==> src/design/papu_pkg.sv <==
// Shared types, constants and a helper function of the pixel pair arithmetic unit.
package papu_pkg;

  localparam int PIXEL_BITS = 16;
  localparam int DIV_STEPS  = 32;
  localparam logic [15:0] PIX_MASK = 16'((32'd1 << PIXEL_BITS) - 32'd1);

  localparam logic CFG_DEPTH  = 1'b0;
  localparam logic CFG_WEIGHT = 1'b1;

  typedef enum logic [3:0] {
    MODE_AND   = 4'd0,
    MODE_OR    = 4'd1,
    MODE_XOR   = 4'd2,
    MODE_NOT   = 4'd3,
    MODE_BLEND = 4'd4,
    MODE_ADD   = 4'd5,
    MODE_SUB   = 4'd6,
    MODE_MUL   = 4'd7,
    MODE_DIV   = 4'd8,
    MODE_MAX   = 4'd9,
    MODE_MIN   = 4'd10
  } mode_t;

  typedef struct packed {
    logic        vld;
    mode_t       mode;
    logic        neg;
    logic [31:0] simple;
    logic [16:0] divisor;
    logic [16:0] rem;
    logic [31:0] num;
  } papu_word_t;

  function automatic logic [15:0] clamp16(input logic [15:0] v, input logic [15:0] lim);
    clamp16 = (v > lim) ? lim : v;
  endfunction

endpackage

==> src/design/papu_back.sv <==
// Back end: picks the final pixel from the quotient, remainder or simple result.
module papu_back import papu_pkg::*; (
  input  logic        clk,
  input  logic        rst_n,
  input  papu_word_t  word_i,
  output logic        out_valid,
  output logic [31:0] out_pixel_out
);

  logic        valid_r;
  logic [31:0] pix_r, pix_nxt;
  logic        sub_r;
  logic [16:0] lim_r;

  always_comb begin
    unique case (word_i.mode)
      MODE_SUB: begin
        if (word_i.neg && word_i.rem != 17'd0) begin
          pix_nxt = {15'd0, word_i.divisor - word_i.rem};
        end else begin
          pix_nxt = {15'd0, word_i.rem};
        end
      end
      MODE_MUL, MODE_DIV: pix_nxt = word_i.num;
      default:            pix_nxt = word_i.simple;
    endcase
  end

  always_ff @(posedge clk) begin
    if (!rst_n) begin
      valid_r <= 1'b0;
    end else begin
      valid_r <= word_i.vld;
    end
  end

  always_ff @(posedge clk) begin
    pix_r <= pix_nxt;
    sub_r <= word_i.mode == MODE_SUB;
    lim_r <= word_i.divisor;
  end

  assign out_valid     = valid_r;
  assign out_pixel_out = pix_r;

  a_sub_range: assert property (@(posedge clk) disable iff (!rst_n)
    valid_r && sub_r |-> out_pixel_out < {15'd0, lim_r}) else $error("sub result out of range");

endmodule

==> config.mk <==
export PLATFORM = sky130hd
export DESIGN_NAME = papu_back
export DESIGN_NICKNAME = d
export VERILOG_FILES = /design/src/design/papu_pkg.sv /design/src/design/papu_back.sv
export SDC_FILE = /design/constraint.sdc
export NUM_CORES = 1
export LEC_CHECK = 0
export BUFFER_PORTS_ARGS = -buffer_cell sky130_fd_sc_hd__buf_2
export CAP_MARGIN = 10
export CORE_MARGIN = 2
export CORE_UTILIZATION = 47
export DETAILED_ROUTE_END_ITERATION = 7
export GPL_ROUTABILITY_DRIVEN = 0
export PLACE_DENSITY = 0.86
export SKIP_CTS_REPAIR_TIMING = 1
export SKIP_LAST_GASP = 1
export SLEW_MARGIN = 30
export SYNTH_ARGS = -nofsm -noshare
export SYNTH_HDL_FRONTEND = slang
export SYNTH_SLANG_ARGS = --single-unit
==> constraint.sdc <==
create_clock -name clk -period 3.65 [get_ports clk]
set_clock_uncertainty 0.05 [all_clocks]
set_input_delay 0.1825 -clock clk [delete_from_list [all_inputs] [get_ports clk]]
set_output_delay 0.1825 -clock clk [all_outputs]
set_load 0.03 [all_outputs]
==> metrics list <==
- In this run the most critical hold path is launched from word_i[24].
- Cell-by-cell listing of the critical path: buf_2, ha_1, fa_1, nor2b_1, o31ai_1, a211o_1, a21oi_1, nor3_1, a211oi_1, nand3_1
* Clock Tree Root: clkbuf_8
- Worst hold stages: 3
* Initial core utilization: approximately 49%
* Number of antenna repair diodes: 0
- After synthesis, the share of cell area in mux cells is under 10%.
- Clock-pin slew on the worst setup and hold paths: ~60 ps
- Count leader, synth: nand2_1
* Arithmetic-cell share of the synthesized area counting full adders, half adders and majority gates: under 10%
* Vias in the first global route: approximately 2,400
* Area share of and/or/nand/nor cells after synthesis: about a quarter
* Synthesized Nets: ~430
- The cell area that synthesis handed to floorplanning was around 2300 sq um.
- CTS tree: yes
* End of the worst hold path: out_pixel_out[24]$_DFF_P_
* Maximum achievable frequency: 452 MHz
- In this run, CTS created clock tree buffers numbering 5.
- In the routed design, unresolved DRC markers number 0.
* Leftover overflow at the end of global routing: 0
- The worst path needs between 2000 and 2500 ps of the cycle, external delays included.
* Top post-synthesis cells by count: 58 x nand2_1, 34 x o21ai_0, 33 x dfxtp_1
- After detailed routing, the number of vias per cell comes to 5.41.
* Maxcap violations: 0
- CTS HTree Levels: 2
- The clock net in this run drives a total of 33 sinks.
* Flip-flop and latch count after synthesis: 33
- Hold WC Path Type: in -> reg
* Buffers and inverters on the worst path: 1
- In this run the count of I/O pins placed on the die edge is about 140.
- On the critical path, the stage with the largest delay is an instance of fa_1.
- Pin count of the biggest net entering global routing: 38
- In this run the worst path has a maximum fanout of 3.
* Iteration-0 DRC count of the detailed router: 129
* Area fraction in compound gates after synthesis: between 20 and 30%
- The wire-length estimate of the detail-placed layout is between 5000 and 6000 um.
- Area growth from synthesis to layout: 37.5%
* Mean area per synthesized cell: 7.46 sq um
- Final Hold Fails: 0
- Of all flip-flops after synthesis, the portion carrying an async set or reset was 0%.
- In the synthesized netlist the dominant register cell turns out to be dfxtp_1.
- Synthesis produced 309 cells.
- The run finished with clean final reports.
- Once layout is complete, the utilization of the core stands at around 67%.
- Yosys mapped a number of flops with a built-in enable equal to 0.
- Startpoint type of the worst setup path: primary input
- Fin Setup TNS: 0 ps
- Setup violations remaining at the end of the flow were counted as 0.
- The floorplan step set the die height to roughly 74 um.
- Count of input and output buffers: around 140
- The count of nets left with antenna violations once routing finished came out at 0.
* Normalized max-slew margin: a little under half
- Of the cells placed in the final design, the portion with a size suffix greater than 1 is approximately a third.
* Count of standard-cell rows: 25
- Share of the yosys chip area belonging to registers: between 20 and 30%
- By area the synthesized netlist is led by dfxtp_1 29%, nand2_1 9.4%, ha_1 8.7%.
- In this design, the stage delay of the slowest critical-path cell is 380 ps.
* Total die area: around 5500 sq um
- Dividing the final minimum period by the clock period gives between 60% and 70%.
- Crit end category: flop
- For this run, the total global-route usage over all layers was measured as 25.6%.
- Biggest area consumer among synthesized cells: dfxtp_1
- The net count of the finished layout is around 570.
* Unrepaired setup endpoints after global routing: false
* CP Data Arrival Time: roughly 2300 ps
- Summed over all cells, the static leakage comes to around 1.7 nW.
- For this run, the number of Yosys warnings is 0.
- The netlist uses between 40 and 50 different library cells.
- Largest family of logic cells by synthesized area: compound AO/OA/AOI/OAI gates
- Tightest hold margin: ~36 ps
- The setup path with the least slack is of type in -> reg.
- Slew Limit Fails: 0
- Summing over every cut layer, the via total after detailed routing is between 2,000 and 3,000.
- The synthesized design devotes to its leading area cell type 28.7% of total area.
- Pre-Repair DR Iteration Count: 6
- Wire length of the first global-routing pass: ~11,000 um
- The worst-case IR drop observed on VDD is between 150 and 200 uV.
* Number of antenna violations at the first check in global routing: 0
- The synthesized netlist devotes between 2 and 3% of its cell area to XOR and XNOR gates.
- Required time at the endpoint of the critical path: roughly 3800 ps
* Clock Path Buffers: 2
* Overall die width: ~74 um
- Dividing the detail-routed wire length by the instance count gives around 14 um.
* Final routed wirelength across all metal layers: roughly 7200 um
- CP top delay family: compound AO/OA/AOI/OAI gates
- Area of the placeable core: between 4000 and 5000 sq um
* Power density over the cells: 362 nW/um^2
* Actual slew at the worst max-slew pin: about 780 ps
state kept, by name, summed over array words and instances (netlist names):
register	count
out_valid	1
out_pixel_out	32
layout by cell type, fill, tap and decap left out, drive strengths merged, types with 7 or more instances in the layout:
master / n
inv: 22
a21oi: 18
dfxtp: 33
a22oi: 8
nand3: 7
clkbuf: 7
ha: 16
nor2: 18
nand2: 58
buf: 142
o21ai: 34
how the worst max path moves through the flow:
stage	startpoint	endpoint	depth (start not counted)
floorplan	word_i[49]	out_pixel_out[16]$_DFF_P_	10
global placement	word_i[33]	out_pixel_out[11]$_DFF_P_	10
detailed placement	word_i[32]	out_pixel_out[12]$_DFF_P_	10
CTS	word_i[32]	out_pixel_out[12]$_DFF_P_	10
global route	word_i[33]	out_pixel_out[11]$_DFF_P_	10
finish	word_i[32]	out_pixel_out[16]$_DFF_P_	10
per-layer routing:
metal  part of all wire, %  track usage (%)  vias up
met5                     0                0        -
met4                   2.0             9.29        0
met3                    11             6.10       18
met2                    49             45.4      154
met1                    38             29.9     1226
li1                      -                -     1376
kinds of logic after synthesis:
group / after synthesis
AOI/OAI and AO/OA: 97
and+or+nand+nor: 116
muxes: 4
buffers and inverters: 35
xor gates and xnor gates: 7
DFF: 33
adders and majority gates: 17
where the power goes:
group	internal (mW)	switching, mW
clock network	0.223	0.141
logic	0.149	0.232
registers	0.395	0.00820
area by class of cell:
| class | instances | area, sq um |
|---|---|---|
| timing repair buffer | 142 | 721 |
| fill | 403 | 1550 |
| sequential | 33 | 661 |
| tap | 67 | 83.8 |
| multi-input combinational | 241 | 1510 |
| clock buffer | 7 | 86.3 |
| clock inverter | 1 | 30.0 |
| inverter | 22 | 82.6 |
metrics by stage:
stage,setup WS (ps),area (sq um),cells,power (mW)
after global placement,1290,3050,505,0.777
after global routing,1190,3170,513,1.20
after CTS,1500,3170,513,1.15
after detailed placement,1210,3050,505,0.786
final,1440,3170,513,1.15
after floorplan,1560,2300,309,0.649
Note: power is estimated with default switching activity, not from simulation.
