**src/design/papu_pkg.sv**
```systemverilog
// Shared types, constants and a helper function of the pixel pair arithmetic unit.
package papu_pkg;

  localparam int PIXEL_BITS = 16;
  localparam int DIV_STEPS  = 32;
  localparam logic [15:0] PIX_MASK = 16'((32'd1 << PIXEL_BITS) - 32'd1);

  localparam logic CFG_DEPTH  = 1'b0;
  localparam logic CFG_WEIGHT = 1'b1;

  typedef enum logic [3:0] {
    MODE_AND   = 4'd0,
    MODE_OR    = 4'd1,
    MODE_XOR   = 4'd2,
    MODE_NOT   = 4'd3,
    MODE_BLEND = 4'd4,
    MODE_ADD   = 4'd5,
    MODE_SUB   = 4'd6,
    MODE_MUL   = 4'd7,
    MODE_DIV   = 4'd8,
    MODE_MAX   = 4'd9,
    MODE_MIN   = 4'd10
  } mode_t;

  typedef struct packed {
    logic        vld;
    mode_t       mode;
    logic        neg;
    logic [31:0] simple;
    logic [16:0] divisor;
    logic [16:0] rem;
    logic [31:0] num;
  } papu_word_t;

  function automatic logic [15:0] clamp16(input logic [15:0] v, input logic [15:0] lim);
    clamp16 = (v > lim) ? lim : v;
  endfunction

endpackage

```
**src/design/papu_front.sv**
```systemverilog
// Front end: operand capture, simple results, product and divider set-up.
module papu_front import papu_pkg::*; (
  input  logic        clk,
  input  logic        rst_n,
  input  logic        in_vld,
  input  logic [3:0]  in_mode,
  input  logic [15:0] in_pixel_a,
  input  logic [15:0] in_pixel_b,
  input  logic [15:0] depth,
  input  logic [8:0]  weight,
  output papu_word_t  word_o
);

  logic        vld_r;
  logic [3:0]  mode_r;
  logic [15:0] a_r, b_r, d_r;
  logic [8:0]  w_r;
  papu_word_t  word_r, word_nxt;

  logic [15:0] mx, mn, sum16, nt;
  logic [16:0] sum, dp1;
  logic [24:0] bl_sum;
  logic [16:0] mx_op;
  logic [32:0] prod;

  always_ff @(posedge clk) begin
    if (!rst_n) begin
      vld_r <= 1'b0;
    end else begin
      vld_r <= in_vld;
    end
  end

  always_ff @(posedge clk) begin
    mode_r <= in_mode;
    a_r    <= in_pixel_a & PIX_MASK;
    b_r    <= in_pixel_b & PIX_MASK;
    d_r    <= (depth == 16'd0) ? 16'd1 : depth;
    w_r    <= (weight > 9'd256) ? 9'd256 : weight;
  end

  always_comb begin
    mx     = (a_r > b_r) ? a_r : b_r;
    mn     = (a_r < b_r) ? a_r : b_r;
    sum    = {1'b0, a_r} + {1'b0, b_r};
    sum16  = (sum > {1'b0, d_r}) ? d_r : sum[15:0];
    nt     = (a_r > d_r) ? 16'd0 : d_r - a_r;
    bl_sum = 25'(w_r) * 25'(a_r) + 25'(9'd256 - w_r) * 25'(b_r);
    dp1    = {1'b0, d_r} + 17'd1;
    mx_op  = (mode_r == MODE_DIV) ? dp1 : {1'b0, b_r};
    prod   = 33'(mx_op) * 33'(a_r);

    word_nxt         = '0;
    word_nxt.vld     = vld_r;
    word_nxt.mode    = mode_t'(mode_r);
    word_nxt.neg     = a_r < b_r;
    word_nxt.divisor = 17'd1;
    unique case (mode_r)
      MODE_AND:   word_nxt.simple = {16'd0, clamp16(a_r & b_r, d_r)};
      MODE_OR:    word_nxt.simple = {16'd0, clamp16(a_r | b_r, d_r)};
      MODE_XOR:   word_nxt.simple = {16'd0, clamp16(a_r ^ b_r, d_r)};
      MODE_NOT:   word_nxt.simple = {16'd0, nt};
      MODE_BLEND: word_nxt.simple = {15'd0, bl_sum[24:8]};
      MODE_ADD:   word_nxt.simple = {16'd0, sum16};
      MODE_SUB: begin
        word_nxt.divisor = dp1;
        word_nxt.num     = {16'd0, (a_r >= b_r) ? a_r - b_r : b_r - a_r};
      end
      MODE_MUL: begin
        word_nxt.divisor = {1'b0, d_r};
        word_nxt.num     = prod[31:0];
      end
      MODE_DIV: begin
        word_nxt.divisor = {1'b0, b_r} + 17'd1;
        word_nxt.num     = prod[31:0];
      end
      MODE_MAX:   word_nxt.simple = {16'd0, clamp16(mx, d_r)};
      MODE_MIN:   word_nxt.simple = {16'd0, clamp16(mn, d_r)};
      default:    word_nxt.simple = 32'd0;
    endcase
  end

  always_ff @(posedge clk) begin
    if (!rst_n) begin
      word_r.vld <= 1'b0;
    end else begin
      word_r <= word_nxt;
    end
  end

  assign word_o = word_r;

  a_div_nonzero: assert property (@(posedge clk) disable iff (!rst_n)
    word_r.vld |-> word_r.divisor != 17'd0) else $error("zero divisor entered chain");

endmodule

```
**config.mk**
```make
export PLATFORM = sky130hd
export DESIGN_NAME = papu_front
export DESIGN_NICKNAME = d
export VERILOG_FILES = /design/src/design/papu_pkg.sv /design/src/design/papu_front.sv
export SDC_FILE = /design/constraint.sdc
export NUM_CORES = 2
export LEC_CHECK = 0
export BUFFER_PORTS_ARGS = -buffer_cell sky130_fd_sc_hd__buf_2
export CORE_UTILIZATION = 29
export DETAILED_ROUTE_END_ITERATION = 7
export HOLD_SLACK_MARGIN = 0.12
export PLACE_DENSITY = 0.43
export SLEW_MARGIN = 30
export SYNTH_ARGS = -nofsm -noshare
export SYNTH_HDL_FRONTEND = slang
export SYNTH_SLANG_ARGS = --single-unit
```
**constraint.sdc**
```tcl
create_clock -name clk -period 9.5 [get_ports clk]
set_input_delay 1.425 -clock clk [delete_from_list [all_inputs] [get_ports clk]]
set_output_delay 1.425 -clock clk [all_outputs]
set_load 0.1 [all_outputs]
```
==> results.py <==
metrics = {
    "status": {
        "status": "finished, final reports clean",
    },
    "yosys": {
        "yosys.area_share.xor_xnor": 0.0387,
        "synth_top_family_by_area": "adder cells",
        "syn_avg_cell_area_um2": 8.61,
        "yosys.area_share.adder": 0.454,
        "synthSimpleGateAreaFrac": 0.158,
        "syn_inst": 3577,
        "synth_edf_count": 71,
        "seq_area_frac_synth": 0.110,
        "syn_area_um2": 30800,
        "synth_mux_area_frac": 0.0295,
        "ys.flop_type": "edfxtp_1",
        "synth-compound-area-share": 0.105,
        "synth_cell_types": 86,
        "ys_seq_elements": 134,
        "ys_warn_count": 0,
        "synthArstFlopShare": 0,
    },
    "floorplan": {
        "core_area_um2": 105000,
        "die_w_um": 328,
        "die-area_um2": 108000,
        "initial_core_util": 0.293,
        "num_rows": 119,
        "top_level_ports": 168,
        "fp.dieH_um": 328,
    },
    "timing": {
        "min_period_ps": 8520,
        "finalCritPeriodShare": 0.897,
        "maxSlewViolCount": 0,
        "finalSetupTns_ps": 0,
        "rsz0062_at_grt": "false",
        "hold_viol_final": 0,
        "holdWs_ps": 461,
        "relSlewSlack": 0.297,
        "setup_viol": 0,
        "worstMarginPinSlew_ps": 1050,
        "max_freq_mhz": 117,
        "clock_skew_ps": 41.2,
    },
    "setup_path": {
        "cpMostUsedCell": "fa_1",
        "r2r_end": "word_o[31]",
        "cp_max_fo": 16,
        "startpoint_type": "flip-flop",
        "critPathMaxStageDelay_ps": 640,
        "end_kind": "flip-flop",
        "ff2ff_setup_slack_ps": 980,
        "worstPathRequired_ps": 9900,
        "r2r_start": "d_r[1]",
        "path_class": "reg -> reg",
        "cp_slowest_cell": "dfxtp_1",
        "arrival_ps": 8920,
        "worstRegToRegCells": 30,
    },
    "pwr": {
        "p_leak_nw": 16.5,
        "powerDensity_nw_per_um2": 416,
        "peakVddDrop_mv": 0.625,
    },
    "worst_hold_path": {
        "hold_depth": 1,
        "hold_path_end": "word_o[103]",
        "hold_path.startpoint": "vld_r",
        "hp-class": "reg -> reg",
    },
    "layout": {
        "n_antenna_cell": 0,
        "layout_commonest_cell": "inv_1",
        "finalNetCount": 4565,
        "final_cell_mix": "594 x inv_1, 490 x nand2_1, 461 x fa_1",
        "drive_gt1_frac": 0.0847,
        "area_growth_pct": 9.80,
    },
    "cts": {
        "clock_sinks": 134,
        "cts_hold_buf": 0,
        "numCtsBuffers": 17,
        "htreeDepth": 4,
        "post_cts_buffers": 0,
        "clk_pin_slew_ps": 110,
        "clock_path_buffers": 2,
        "cts_tree": "yes",
        "clk_latency_ps": 540,
        "cts_root_buffer": "clkbuf_16",
        "cts-resized-gates": 0,
    },
    "global_route": {
        "antenna_found_initial": 9,
        "grt_pass1_wl_um": 182000,
        "globalRoute.totalOverflow": 0,
        "grt_use_total": 0.232,
        "first_global_vias": 26100,
        "grt_max_degree": 39,
    },
    "drt": {
        "route.detailed.drc": 0,
        "viasPerCell": 5.07,
        "via_count": 25700,
        "firstDrtPassIters": 7,
        "routedWlPerCell_um": 24.4,
        "drtIter0Drc": 2067,
        "drtAntennaViolNets": 0,
        "drt-total-wl_um": 123000,
    },
    "placed_design": {
        "dp_hpwl_um": 99800,
        "gp_congestion": 0.950,
        "portBuffers": 135,
    },
    "flow_run": {
        "maxCapViolCount": 0,
    },
}
## Yosys cell counts (7+ instances only)
cell / count / area share
inv_1: 594 / 0.072
nand2_1: 490 / 0.060
fa_1: 461 / 0.30
ha_1: 381 / 0.15
nor2_1: 180 / 0.022
clkbuf_1: 157 / 0.019
and2_1: 142 / 0.029
a21oi_1: 129 / 0.021
xnor2_1: 103 / 0.029
o21ai_0: 91 / 0.015
mux2i_1: 84 / 0.027
edfxtp_1: 71 / 0.069
dfxtp_1: 63 / 0.041
nor3_1: 56 / 0.0091
nand3_1: 55 / 0.0089
o22ai_1: 48 / 0.0097
buf_4: 33 / 0.0080
xor2_1: 33 / 0.0094
nor2b_1: 29 / 0.0059
a21o_1: 26 / 0.0063
nand4_1: 25 / 0.0051
nand2b_1: 22 / 0.0045
o21bai_1: 22 / 0.0054
a211oi_1: 21 / 0.0051
a31oi_1: 21 / 0.0043
o211ai_1: 21 / 0.0051
buf_2: 18 / 0.0029
o21a_1: 16 / 0.0039
nor4_1: 15 / 0.0030
and3_1: 12 / 0.0024
o21ai_1: 10 / 0.0016
or3_1: 10 / 0.0020
a211o_1: 8 / 0.0023
a2111oi_0: 7 / 0.0020
## cells by family after synthesis
group	Yosys count
and+or+nand+nor	1059
AOI/OAI and AO/OA	499
adders and majority gates	842
muxes	90
buffers and inverters	816
DFF	134
xor gates and xnor gates	136
other	1
## per-layer routing
metal	up-vias	GRT usage	wire length [um]
li1	11600	-	-
met1	13000	0.331	57700
met2	903	0.361	54600
met3	172	0.0337	7450
met4	6	0.0719	3740
met5	-	0	37
## worst max-delay path, delay by kind of cell (launching register included)
family | cells | cell delay [ps]
adders and majority gates | 7 | 3480
AOI/OAI and AO/OA | 6 | 1050
xor gates and xnor gates | 1 | 170
and+or+nand+nor | 9 | 2350
buffers and inverters | 7 | 730
DFF | 1 | 640
## area by class of cell
class,count,area (um^2)
Timing Repair Buffer,248,1530
Inverter,600,2250
Tap cell,1391,1740
Fill cell,11300,71400
Multi-Input combinational cell,2658,24400
Sequential cell,134,3390
Clock inverter,15,134
Clock buffer,17,425
## worst max path at each step
stage,endpoint,start,slack [ps]
after floorplan,word_o[79],w_r[3],1440
after global placement,word_o[24],d_r[1],1120
after detailed placement,word_o[30],d_r[1],1060
after CTS,word_o[30],d_r[1],1030
after global routing,word_o[30],d_r[1],380
final,word_o[31],d_r[1],980
## metrics by stage
stage          cells  power (mW)   util  cell area [um^2]  setup slack [ps]
3_3_place_gp    5031        13.4  0.316             33300              1120
2_1_floorplan   3608        9.77      -             30900              1440
5_1_grt         5063        15.6  0.321             33800               379
6_report        5063        14.1  0.321             33800               982
3_5_place_dp    5031        13.3  0.316             33300              1060
4_1_cts         5063        14.2  0.321             33800              1030
## report_power, final
part | internal, mW | total [mW] | switching, mW
clock network | 0.344 | 0.717 | 0.373
logic | 4.85 | 12.5 | 7.68
registers | 0.746 | 0.835 | 0.0888
total | 5.94 | 14.1 | 8.14
## sequential cells by signal (all words and copies together), names as in the netlist
signal,flops
mode_r,4
b_r,16
word_o,72
vld_r,1
w_r,9
a_r,16
d_r,16
Note: power is estimated with default switching activity, not from simulation.
