## src/design/papu_pkg.sv

```systemverilog
// Shared types, constants and a helper function of the pixel pair arithmetic unit.
package papu_pkg;

  localparam int PIXEL_BITS = 16;
  localparam int DIV_STEPS  = 32;
  localparam logic [15:0] PIX_MASK = 16'((32'd1 << PIXEL_BITS) - 32'd1);

  localparam logic CFG_DEPTH  = 1'b0;
  localparam logic CFG_WEIGHT = 1'b1;

  typedef enum logic [3:0] {
    MODE_AND   = 4'd0,
    MODE_OR    = 4'd1,
    MODE_XOR   = 4'd2,
    MODE_NOT   = 4'd3,
    MODE_BLEND = 4'd4,
    MODE_ADD   = 4'd5,
    MODE_SUB   = 4'd6,
    MODE_MUL   = 4'd7,
    MODE_DIV   = 4'd8,
    MODE_MAX   = 4'd9,
    MODE_MIN   = 4'd10
  } mode_t;

  typedef struct packed {
    logic        vld;
    mode_t       mode;
    logic        neg;
    logic [31:0] simple;
    logic [16:0] divisor;
    logic [16:0] rem;
    logic [31:0] num;
  } papu_word_t;

  function automatic logic [15:0] clamp16(input logic [15:0] v, input logic [15:0] lim);
    clamp16 = (v > lim) ? lim : v;
  endfunction

endpackage

```

## src/design/papu_div_cell.sv

```systemverilog
// One restoring division step: moves one quotient bit per cycle.
module papu_div_cell import papu_pkg::*; (
  input  logic       clk,
  input  logic       rst_n,
  input  papu_word_t word_i,
  output papu_word_t word_o
);

  papu_word_t  word_r, word_nxt;
  logic [17:0] trial;
  logic        q;

  always_comb begin
    trial    = {word_i.rem, word_i.num[31]};
    q        = trial >= {1'b0, word_i.divisor};
    word_nxt = word_i;
    word_nxt.rem = q ? 17'(trial - {1'b0, word_i.divisor}) : trial[16:0];
    word_nxt.num = {word_i.num[30:0], q};
  end

  always_ff @(posedge clk) begin
    if (!rst_n) begin
      word_r.vld <= 1'b0;
    end else begin
      word_r <= word_nxt;
    end
  end

  assign word_o = word_r;

  a_rem_below: assert property (@(posedge clk) disable iff (!rst_n)
    word_r.vld |-> word_r.rem < word_r.divisor) else $error("remainder not below divisor");
  a_vld_moves: assert property (@(posedge clk) disable iff (!rst_n)
    word_i.vld |=> word_r.vld) else $error("word lost in chain");

endmodule

```

## config.mk

```make
export PLATFORM = sky130hd
export DESIGN_NAME = papu_div_cell
export DESIGN_NICKNAME = d
export VERILOG_FILES = /design/src/design/papu_pkg.sv /design/src/design/papu_div_cell.sv
export SDC_FILE = /design/constraint.sdc
export NUM_CORES = 1
export LEC_CHECK = 0
export BUFFER_PORTS_ARGS = -buffer_cell sky130_fd_sc_hd__clkbuf_2
export CAP_MARGIN = 20
export CORE_MARGIN = 3
export CORE_UTILIZATION = 42
export DETAILED_ROUTE_END_ITERATION = 8
export HOLD_SLACK_MARGIN = 0.05
export PLACE_DENSITY_LB_ADDON = 0.2
export SLEW_MARGIN = 20
export SYNTH_ARGS = -nofsm -noshare
export SYNTH_HDL_FRONTEND = slang
export SYNTH_SLANG_ARGS = --single-unit
```

## constraint.sdc

```tcl
create_clock -name clk -period 2.24 [get_ports clk]
set_input_delay 0.112 -clock clk [delete_from_list [all_inputs] [get_ports clk]]
set_output_delay 0.112 -clock clk [all_outputs]
set_load 0.01 [all_outputs]
```

==> run metrics, run 1 <==
leading area contributor after synthesis edfxtp_1; Hold Crit Start word_i[36]; syn_nets 381; H-tree depth 3; Power Density 652 mW/mm^2; TritonCTS clock tree yes; Final TNS setup 0 ps; # diodes 0; Worst-path clk slew 90 ps; top cell type's share of synthesized area 71.9%; DIE AREA 0.0115 mm^2; Worst path slowest cell dlygate4sd3_1; kind of critical path in -> reg; Hold Path Cell Cnt 2; most frequent cells after synthesis edfxtp_1, inv_1, ha_1; Post-CTS Setup Bufs 0; Critical Path AT 2340 ps; root buffer cell clkbuf_8; die extent in x 107 um; Worst path max stage delay 560 ps; Min-Delay Path Class in -> reg; antenna violations before repair 0; status finished, final reports clean; Avg WL per Cell 16.9 um; Starting Density 43.6%; number of placed cells counting well taps 618; IO Pins 210; syn avg cell area 16.7 um^2; endpoint of the worst hold path word_o[37]; filler instances 693; Setup-failing EPs final 0; vias per cell 4.73; Leak Pwr 3.06 nW; residual DRC count 0; total global-route track usage 21.2%; Layout area overhead 59.8%; Design Power 0.00448 W; top_reg_cell synth edfxtp_1; Hold WS 65.6 ps; max cap viols 0; crit-path cells dlygate4sd3_1 -> clkbuf_2 -> ha_4 -> and2_1 -> nand3_1 -> o221ai_2 -> buf_4 -> o21bai_4 -> and2_4 -> inv_8 -> mux2_4; initial DRC count 178; Tightest Pin Transition 439 ps; Post-synth ARST share 0%; Clock Sink Count 104; Final #Nets 715; Post-DRT Antenna Nets 0; global-route wire length before repair 18400 um; kind of launch point of the worst setup path input port; layout cell share with drive strength beyond 1 46.3%; vias after detailed routing 3445; post-synthesis sequential area ratio 72.4%; Synth area leaders edfxtp_1, ha_1, mux2_4; Hold Vio Cnt, Final 0; Tcrit/Tclk final 98.6%; Seq cells post-synth 104; Yosys cell types 46; FMAX 0.453 GHz; Ys Warns 0; Multi-input gate area 0.00114 mm^2; largest net degree at the start of global routing 40; Mapped Cells 257; global placer's final weighted congestion 0.867; Rows 36; max reg flops 104; top-count cell post-synth edfxtp_1; CORE AREA 0.00986 mm^2; Slew HR 70.4%; Overflow after GRT 0; drt first pass iters 4; vias in the first global route 3504; maximum fanout along the worst path 6; CP endpoint kind flip-flop; EDFF count, synth 103; WP data required 2370 ps; Clock Path Buffers 2; CTS buffer count 9; Final Critical Period 2210 ps; final max-slew violation count 0; synthesized cell area 0.00430 mm^2; Die Ht 107 um; Non-Filler Instances 729; HPWL Detailed 8320 um; PortBufs 209; worst vdd ir 0.000324 V; Total Wirelength 12300 um; FF/Latch Area 0.00311 mm^2
-- metrics by stage --
| step | utilization [%] | setup WS [ps] | area [um^2] |
|---|---|---|---|
| after CTS | 68.9 | 0.477 | 6800 |
| after global placement | 57.5 | -68.9 | 5670 |
| after floorplan | - | 20.2 | 4300 |
| after global routing | 69.7 | -30.5 | 6880 |
| after detailed placement | 57.5 | -102 | 5670 |
| final | 69.7 | 32.4 | 6880 |
-- where the power goes --
part	switching, W	internal (W)
registers	0.0000492	0.00234
clock network	0.000674	0.000424
logic	0.000478	0.000510
-- cell type report --
class	count	area share, %
Timing Repair inverter	1	0.164
Timing Repair Buffer	323	31.5
Multi-Input combinational cell	129	16.6
Clock inverter	6	0.801
Sequential cell	104	45.3
Inverter	23	1.44
Tap cell	133	2.42
Clock buffer	10	1.86
-- timing repair --
action	in CTS	in global routing
resized for setup	0	11
endpoints found under the hold margin	94	0
endpoints found under the setup margin	0	12
hold buffers	94	0
-- cell usage in the layout, fill, tap and decap left out, types with 8 or more instances in the layout --
master,Yosys,routed
mux2_4,10,10
clkbuf_8,0,9
a21oi_1,13,12
inv_1,22,21
xnor2_1,8,8
nand2_1,9,9
ha_1,17,13
clkbuf_2,0,208
edfxtp_1,103,103
buf_4,0,19
dlygate4sd3_1,0,94
-- layer usage --
metal | track usage (%) | up-vias | share of wire (%)
met3 | 6.62 | 20 | 8.0
met2 | 39.0 | 138 | 53
li1 | - | 1648 | -
met5 | 0 | - | 0
met1 | 22.6 | 1639 | 37
met4 | 8.04 | 0 | 2.1
-- critical path, delay by kind of cell --
kind / cells / cell delay [ps]
AO/OA/AOI/OAI: 2 / 200
buffers and inverters: 4 / 940
adder cells (fa/ha/maj): 1 / 260
multiplexers: 1 / 290
AND/OR/NAND/NOR: 3 / 530
-- how the worst max path moves through the flow --
| stage | startpoint | endpoint | slack [ps] | depth (start not counted) |
|---|---|---|---|---|
| final | word_i[42] | word_o[35] | 30 | 11 |
| after global routing | word_i[42] | word_o[36] | -30 | 11 |
| after CTS | word_i[60] | word_o[37] | 0.5 | 12 |
| after detailed placement | word_i[31] | word_o[37] | -100 | 12 |
| after global placement | word_i[31] | word_o[35] | -70 | 12 |
| after floorplan | word_i[31] | word_o[35] | 20 | 12 |
-- cell families (layout without fill, tap and decap cells) --
group / Yosys count / in the layout / synth area share [%]
AND/OR/NAND/NOR: 42 / 42 / 5.29
flip-flops: 104 / 104 / 72.4
AO/OA/AOI/OAI: 47 / 47 / 8.20
buffers and inverters: 24 / 363 / 2.76
multiplexers: 11 / 11 / 3.72
adder cells (fa/ha/maj): 18 / 18 / 5.41
XOR/XNOR: 11 / 11 / 2.24
No activity file was read; power rests on OpenSTA's default activity.
==> run 2: changes to the inputs <==
Settings changed: CELL_PAD_IN_SITES_DETAIL_PLACEMENT from default to 0, CELL_PAD_IN_SITES_GLOBAL_PLACEMENT from default to 2, CORE_UTILIZATION 42 to 27.
==> run metrics, run 2 (synthesized netlist as in run 1, its figures left out) <==
die extent in x 132 um (+23%); largest net degree at the start of global routing 66 (+65%); Die Ht 132 um (+23%); Sw Pwr 0.00125 W (+3.9%); combinational power share 19.7% (-2.4 points); max reg flops 104 (unchanged); CTS buffer count 9 (unchanged); total global-route track usage 14.5% (-6.7 points); Post-DRT Antenna Nets 0 (unchanged); Min-Delay Path Class in -> reg; layout cell share with drive strength beyond 1 45.9% (-0.44 points); Place WS -44.0 ps (+58.3 ps); Final Critical Period 1900 ps (-303 ps); filler instances 1425 (+110%); final setup margin 335 ps (+303 ps); max cap viols 0 (unchanged); Worst-path clk slew 70 ps (-20 ps); global-route wire length before repair 20000 um (+8.6%); Hold Vio Cnt, Final 0 (unchanged); kind of critical path in -> reg; root buffer cell clkbuf_16; # diodes 0 (unchanged); most frequent cells in the layout clkbuf_2, edfxtp_1, dlygate4sd3_1, buf_4, inv_1; Multi-input gate area 0.00107 mm^2 (-6.0%); vias after detailed routing 3367 (-2.3%); FF/Latch Area 0.00311 mm^2 (unchanged); maximum fanout along the worst path 10 (+4); sequential power share 49.3% (-4.1 points); Layout area overhead 61.4%; FMAX 0.525 GHz (+16%); clock network power share 31.0% (+6.5 points); Leak Pwr 3.09 nW (+1.0%); PortBufs 209 (unchanged); sw frac 25.6% (-1.2 points); Power Density 700 mW/mm^2 (+7.5%); Int Pwr 0.00362 W (+10%); vias per cell 4.19 (-11%); antenna violations before repair 0 (unchanged); Overflow after GRT 0 (unchanged); TritonCTS clock tree yes; Clock Path Buffers 2 (unchanged); Critical Path AT 2000 ps (-340 ps); Rows 45 (+25%); HPWL Detailed 9270 um (+11%); Avg WL per Cell 15.6 um (-7.5%); unrepaired setup endpoints after global routing false; status finished, final reports clean; worst vdd ir 0.000328 V (+1.1%); most common cell after layout, fill and taps aside clkbuf_2; drt first pass iters 4 (unchanged); Tcrit/Tclk final 85.0% (-14 points); global placer's final weighted congestion 0.754 (-13%); Tightest Pin Transition 543 ps (+104 ps); Worst path max stage delay 380 ps (-180 ps); Final #Nets 712 (-0.42%); Slew HR 63.8% (-6.7 points); fin util 45.2% (-25 points); CORE AREA 0.0154 mm^2 (+56%); Setup-failing EPs final 0 (unchanged); CP endpoint kind flip-flop; kind of launch point of the worst setup path input port; CP most frequent cell inv_1; vias in the first global route 3572 (+1.9%); IO Pins 210 (unchanged); DIE AREA 0.0175 mm^2 (+52%); residual DRC count 0 (unchanged); H-tree depth 3 (unchanged); Worst path slowest cell fa_1; WP data required 2340 ps (-30 ps); crit-path cells clkbuf_2 -> inv_1 -> ha_1 -> inv_1 -> fa_1 -> a21oi_1 -> or3_4 -> a21oi_4 -> o21bai_4 -> and2_4 -> inv_12 -> mux2_4; Starting Density 28.0% (-16 points); initial DRC count 169 (-5.1%); Hold WS 79.7 ps (+14.1 ps); Total Wirelength 12500 um (+2.0%); Clock Sink Count 104 (unchanged); final max-slew violation count 0 (unchanged)
==> run 2: path summary, 6_finish.rpt <==
kind | startpoint | cells past startpoint | to
setup / recovery | word_i[31] | 12 | word_o[35]
hold / removal | word_i[45] | 2 | word_o[46]
==> run 2: through the flow <==
step | TNS [ps] | instance area (um^2) | cells | total power (W)
2_1_floorplan | 0 | 4300 | 257 | 0.00284
3_3_place_gp | -109 | 5800 | 702 | 0.00328
3_5_place_dp | -327 | 5800 | 702 | 0.00329
4_1_cts | 0 | 6940 | 804 | 0.00496
5_1_grt | 0 | 6940 | 804 | 0.00512
6_report | 0 | 6940 | 804 | 0.00486
==> run 2: metal layers <==
metal	up-vias	wire [um]	global-route usage, %
met5	-	0	0
met3	12	817	3.70
met2	134	6140	25.1
met1	1578	5410	17.8
met4	0	172	5.02
li1	1643	-	-
==> run 2: final cells by class <==
cell class | instances | area share (%)
Clock buffer | 10 | 3.30
Multi-Input combinational cell | 129 | 15.4
Clock inverter | 6 | 0.757
Inverter | 23 | 1.42
Timing Repair Buffer | 321 | 30.5
Tap cell | 211 | 3.80
Sequential cell | 104 | 44.8
==> run 2: critical path, delay by kind of cell <==
kind	cells	cell delay, ps
AO/OA/AOI/OAI	3	400
adder cells (fa/ha/maj)	2	530
buffers and inverters	4	260
multiplexers	1	300
AND/OR/NAND/NOR	2	400
==> run 2: power groups by stage <==
stage / clock network, W / logic (W) / registers (W)
finish: 0.00151 / 0.000959 / 0.00240
global route: 0.00166 / 0.00105 / 0.00241
CTS: 0.00159 / 0.000977 / 0.00240
detailed placement: 0 / 0.000851 / 0.00244
global placement: 0 / 0.000847 / 0.00244
floorplan: 0 / 0.000307 / 0.00253
==> run 2: timing repair <==
item                                   4_1_cts  5_1_grt
endpoints found under the hold margin       86        0
buffers inserted                             0        0
hold buffers                                86        0
resized for setup                            0        0
==> run 3: changes to the inputs <==
Settings changed: CORE_MARGIN 3 to 4, REMOVE_ABC_BUFFERS from default to 1.
==> run metrics, run 3 (synthesized netlist as in run 1, its figures left out) <==
PortBufs 209 (unchanged); Total Wirelength 12800 um (+1.9%); DIE AREA 0.0180 mm^2 (+3.0%); total global-route track usage 14.1% (-0.45 points); Final #Nets 713 (+0.14%); Avg WL per Cell 15.9 um (+1.7%); drt first pass iters 4 (unchanged); CTS buffer count 9 (unchanged); filler instances 1459 (+2.4%); Min-Delay Path Class in -> reg; worst vdd ir 0.000313 V (-4.4%); max cap viols 0 (unchanged); WP data required 2340 ps (about the same); layout cell share with drive strength beyond 1 46.0% (+0.091 points); FF/Latch Area 0.00311 mm^2 (unchanged); global placer's final weighted congestion 0.748 (-0.76%); number of placed cells counting well taps 703 (+0.14%); HPWL Detailed 9590 um (+3.5%); initial DRC count 168 (-0.59%); global-route wire length before repair 19500 um (-2.2%); status finished, final reports clean; Hold Crit Start word_i[47]; Die Ht 134 um (+1.5%); Design Power 0.00507 W (+4.3%); antenna violations before repair 1 (+1); largest net degree at the start of global routing 48 (-27%); Overflow after GRT 0 (unchanged); CP endpoint kind flip-flop; kind of critical path in -> reg; max reg flops 104 (unchanged); FMAX 0.529 GHz (+0.72%); # diodes 0 (unchanged); Layout area overhead 62.5%; Hold Path Cell Cnt 2 (unchanged); Clock Sink Count 104 (unchanged); IO Pins 210 (unchanged); root buffer cell clkbuf_16; die extent in x 134 um (+1.5%); final max-slew violation count 0 (unchanged); Final Critical Period 1890 ps (-13.7 ps); vias after detailed routing 3325 (-1.2%); unrepaired setup endpoints after global routing false; TritonCTS clock tree yes; maximum fanout along the worst path 10 (unchanged); Clock Path Buffers 2 (unchanged); Multi-input gate area 0.00107 mm^2 (unchanged); Critical Path AT 1990 ps (about the same); vias per cell 4.13 (-1.4%); Non-Filler Instances 805 (+0.12%); H-tree depth 3 (unchanged); Power Density 725 mW/mm^2 (+3.5%); most frequent cells in the layout clkbuf_2, edfxtp_1, dlygate4sd3_1, buf_4, inv_1; Slew HR 66.8% (+3.0 points); Starting Density 27.9% (-0.10 points); Hold Vio Cnt, Final 0 (unchanged); residual DRC count 0 (unchanged); CORE AREA 0.0154 mm^2 (+0.37%); Tightest Pin Transition 498 ps (-45.1 ps); kind of launch point of the worst setup path input port; Final TNS setup 0 ps (unchanged); vias in the first global route 3545 (-0.76%); Rows 45 (unchanged); Setup-failing EPs final 0 (unchanged); endpoint of the worst hold path word_o[48]; Worst-path clk slew 80 ps (about the same); Post-DRT Antenna Nets 0 (unchanged); Setup crit start word_i[31]; Leak Pwr 3.11 nW (+0.78%); most common cell after layout, fill and taps aside clkbuf_2; Tcrit/Tclk final 84.4% (-0.61 points)
## run 3: power by group
| group | total [W] | internal [W] | switching (W) |
|---|---|---|---|
| Combinational | 0.000960 | 0.000496 | 0.000464 |
| Sequential | 0.00240 | 0.00235 | 0.0000493 |
| Clock | 0.00171 | 0.000991 | 0.000722 |
| Total | 0.00507 | 0.00383 | 0.00124 |
## run 3: area by class of cell
type / count / area share [%]
multi-input cells: 129 / 15.3
repair buffers: 322 / 30.4
clock inverters: 6 / 1.32
flip-flops and latches: 104 / 44.5
inverters: 23 / 1.41
clock buffers: 10 / 3.27
well taps: 211 / 3.78
## run 3: metal layers
layer | up-vias | track usage (%) | wire, um
li1 | 1643 | - | -
met1 | 1529 | 16.5 | 5310
met2 | 139 | 24.7 | 6260
met3 | 12 | 4.20 | 1020
met4 | 2 | 4.75 | 170
met5 | - | 0 | 20
## run 3: how the worst max path moves through the flow
stage                             to  slack (ps)  depth (start not counted)
final                     word_o[42]         350                         12
after global placement    word_o[39]         -10                         12
after detailed placement  word_o[44]         -40                         12
after CTS                 word_o[44]         350                         12
after global routing      word_o[47]         200                         11
after floorplan           word_o[35]          30                         11
## run 3: critical path, stage by stage
cell      delay [ps]
clkbuf_2          90
inv_1             50
ha_1             150
inv_1             50
fa_1             380
a21oi_1          210
or3_4            180
a21oi_4           60
o21bai_4         130
and2_4           230
inv_12            70
mux2_4           290
## run 3: stage by stage
step                util [%]  cell area (um^2)  setup slack [ps]  hold WS, ps
global route            45.3              6990               201         72.0
finish                  45.3              6990               349         76.7
detailed placement      37.7              5810             -37.6          291
CTS                     45.3              6990               349         59.2
global placement        37.7              5810             -13.2          289
floorplan                  -              4280              34.1          211
## run 3: repair_timing
item                                   4_1_cts  5_1_grt
setup buffers                                0        0
resized for setup                            0        0
hold buffers                                86        0
endpoints found under the hold margin       86        0
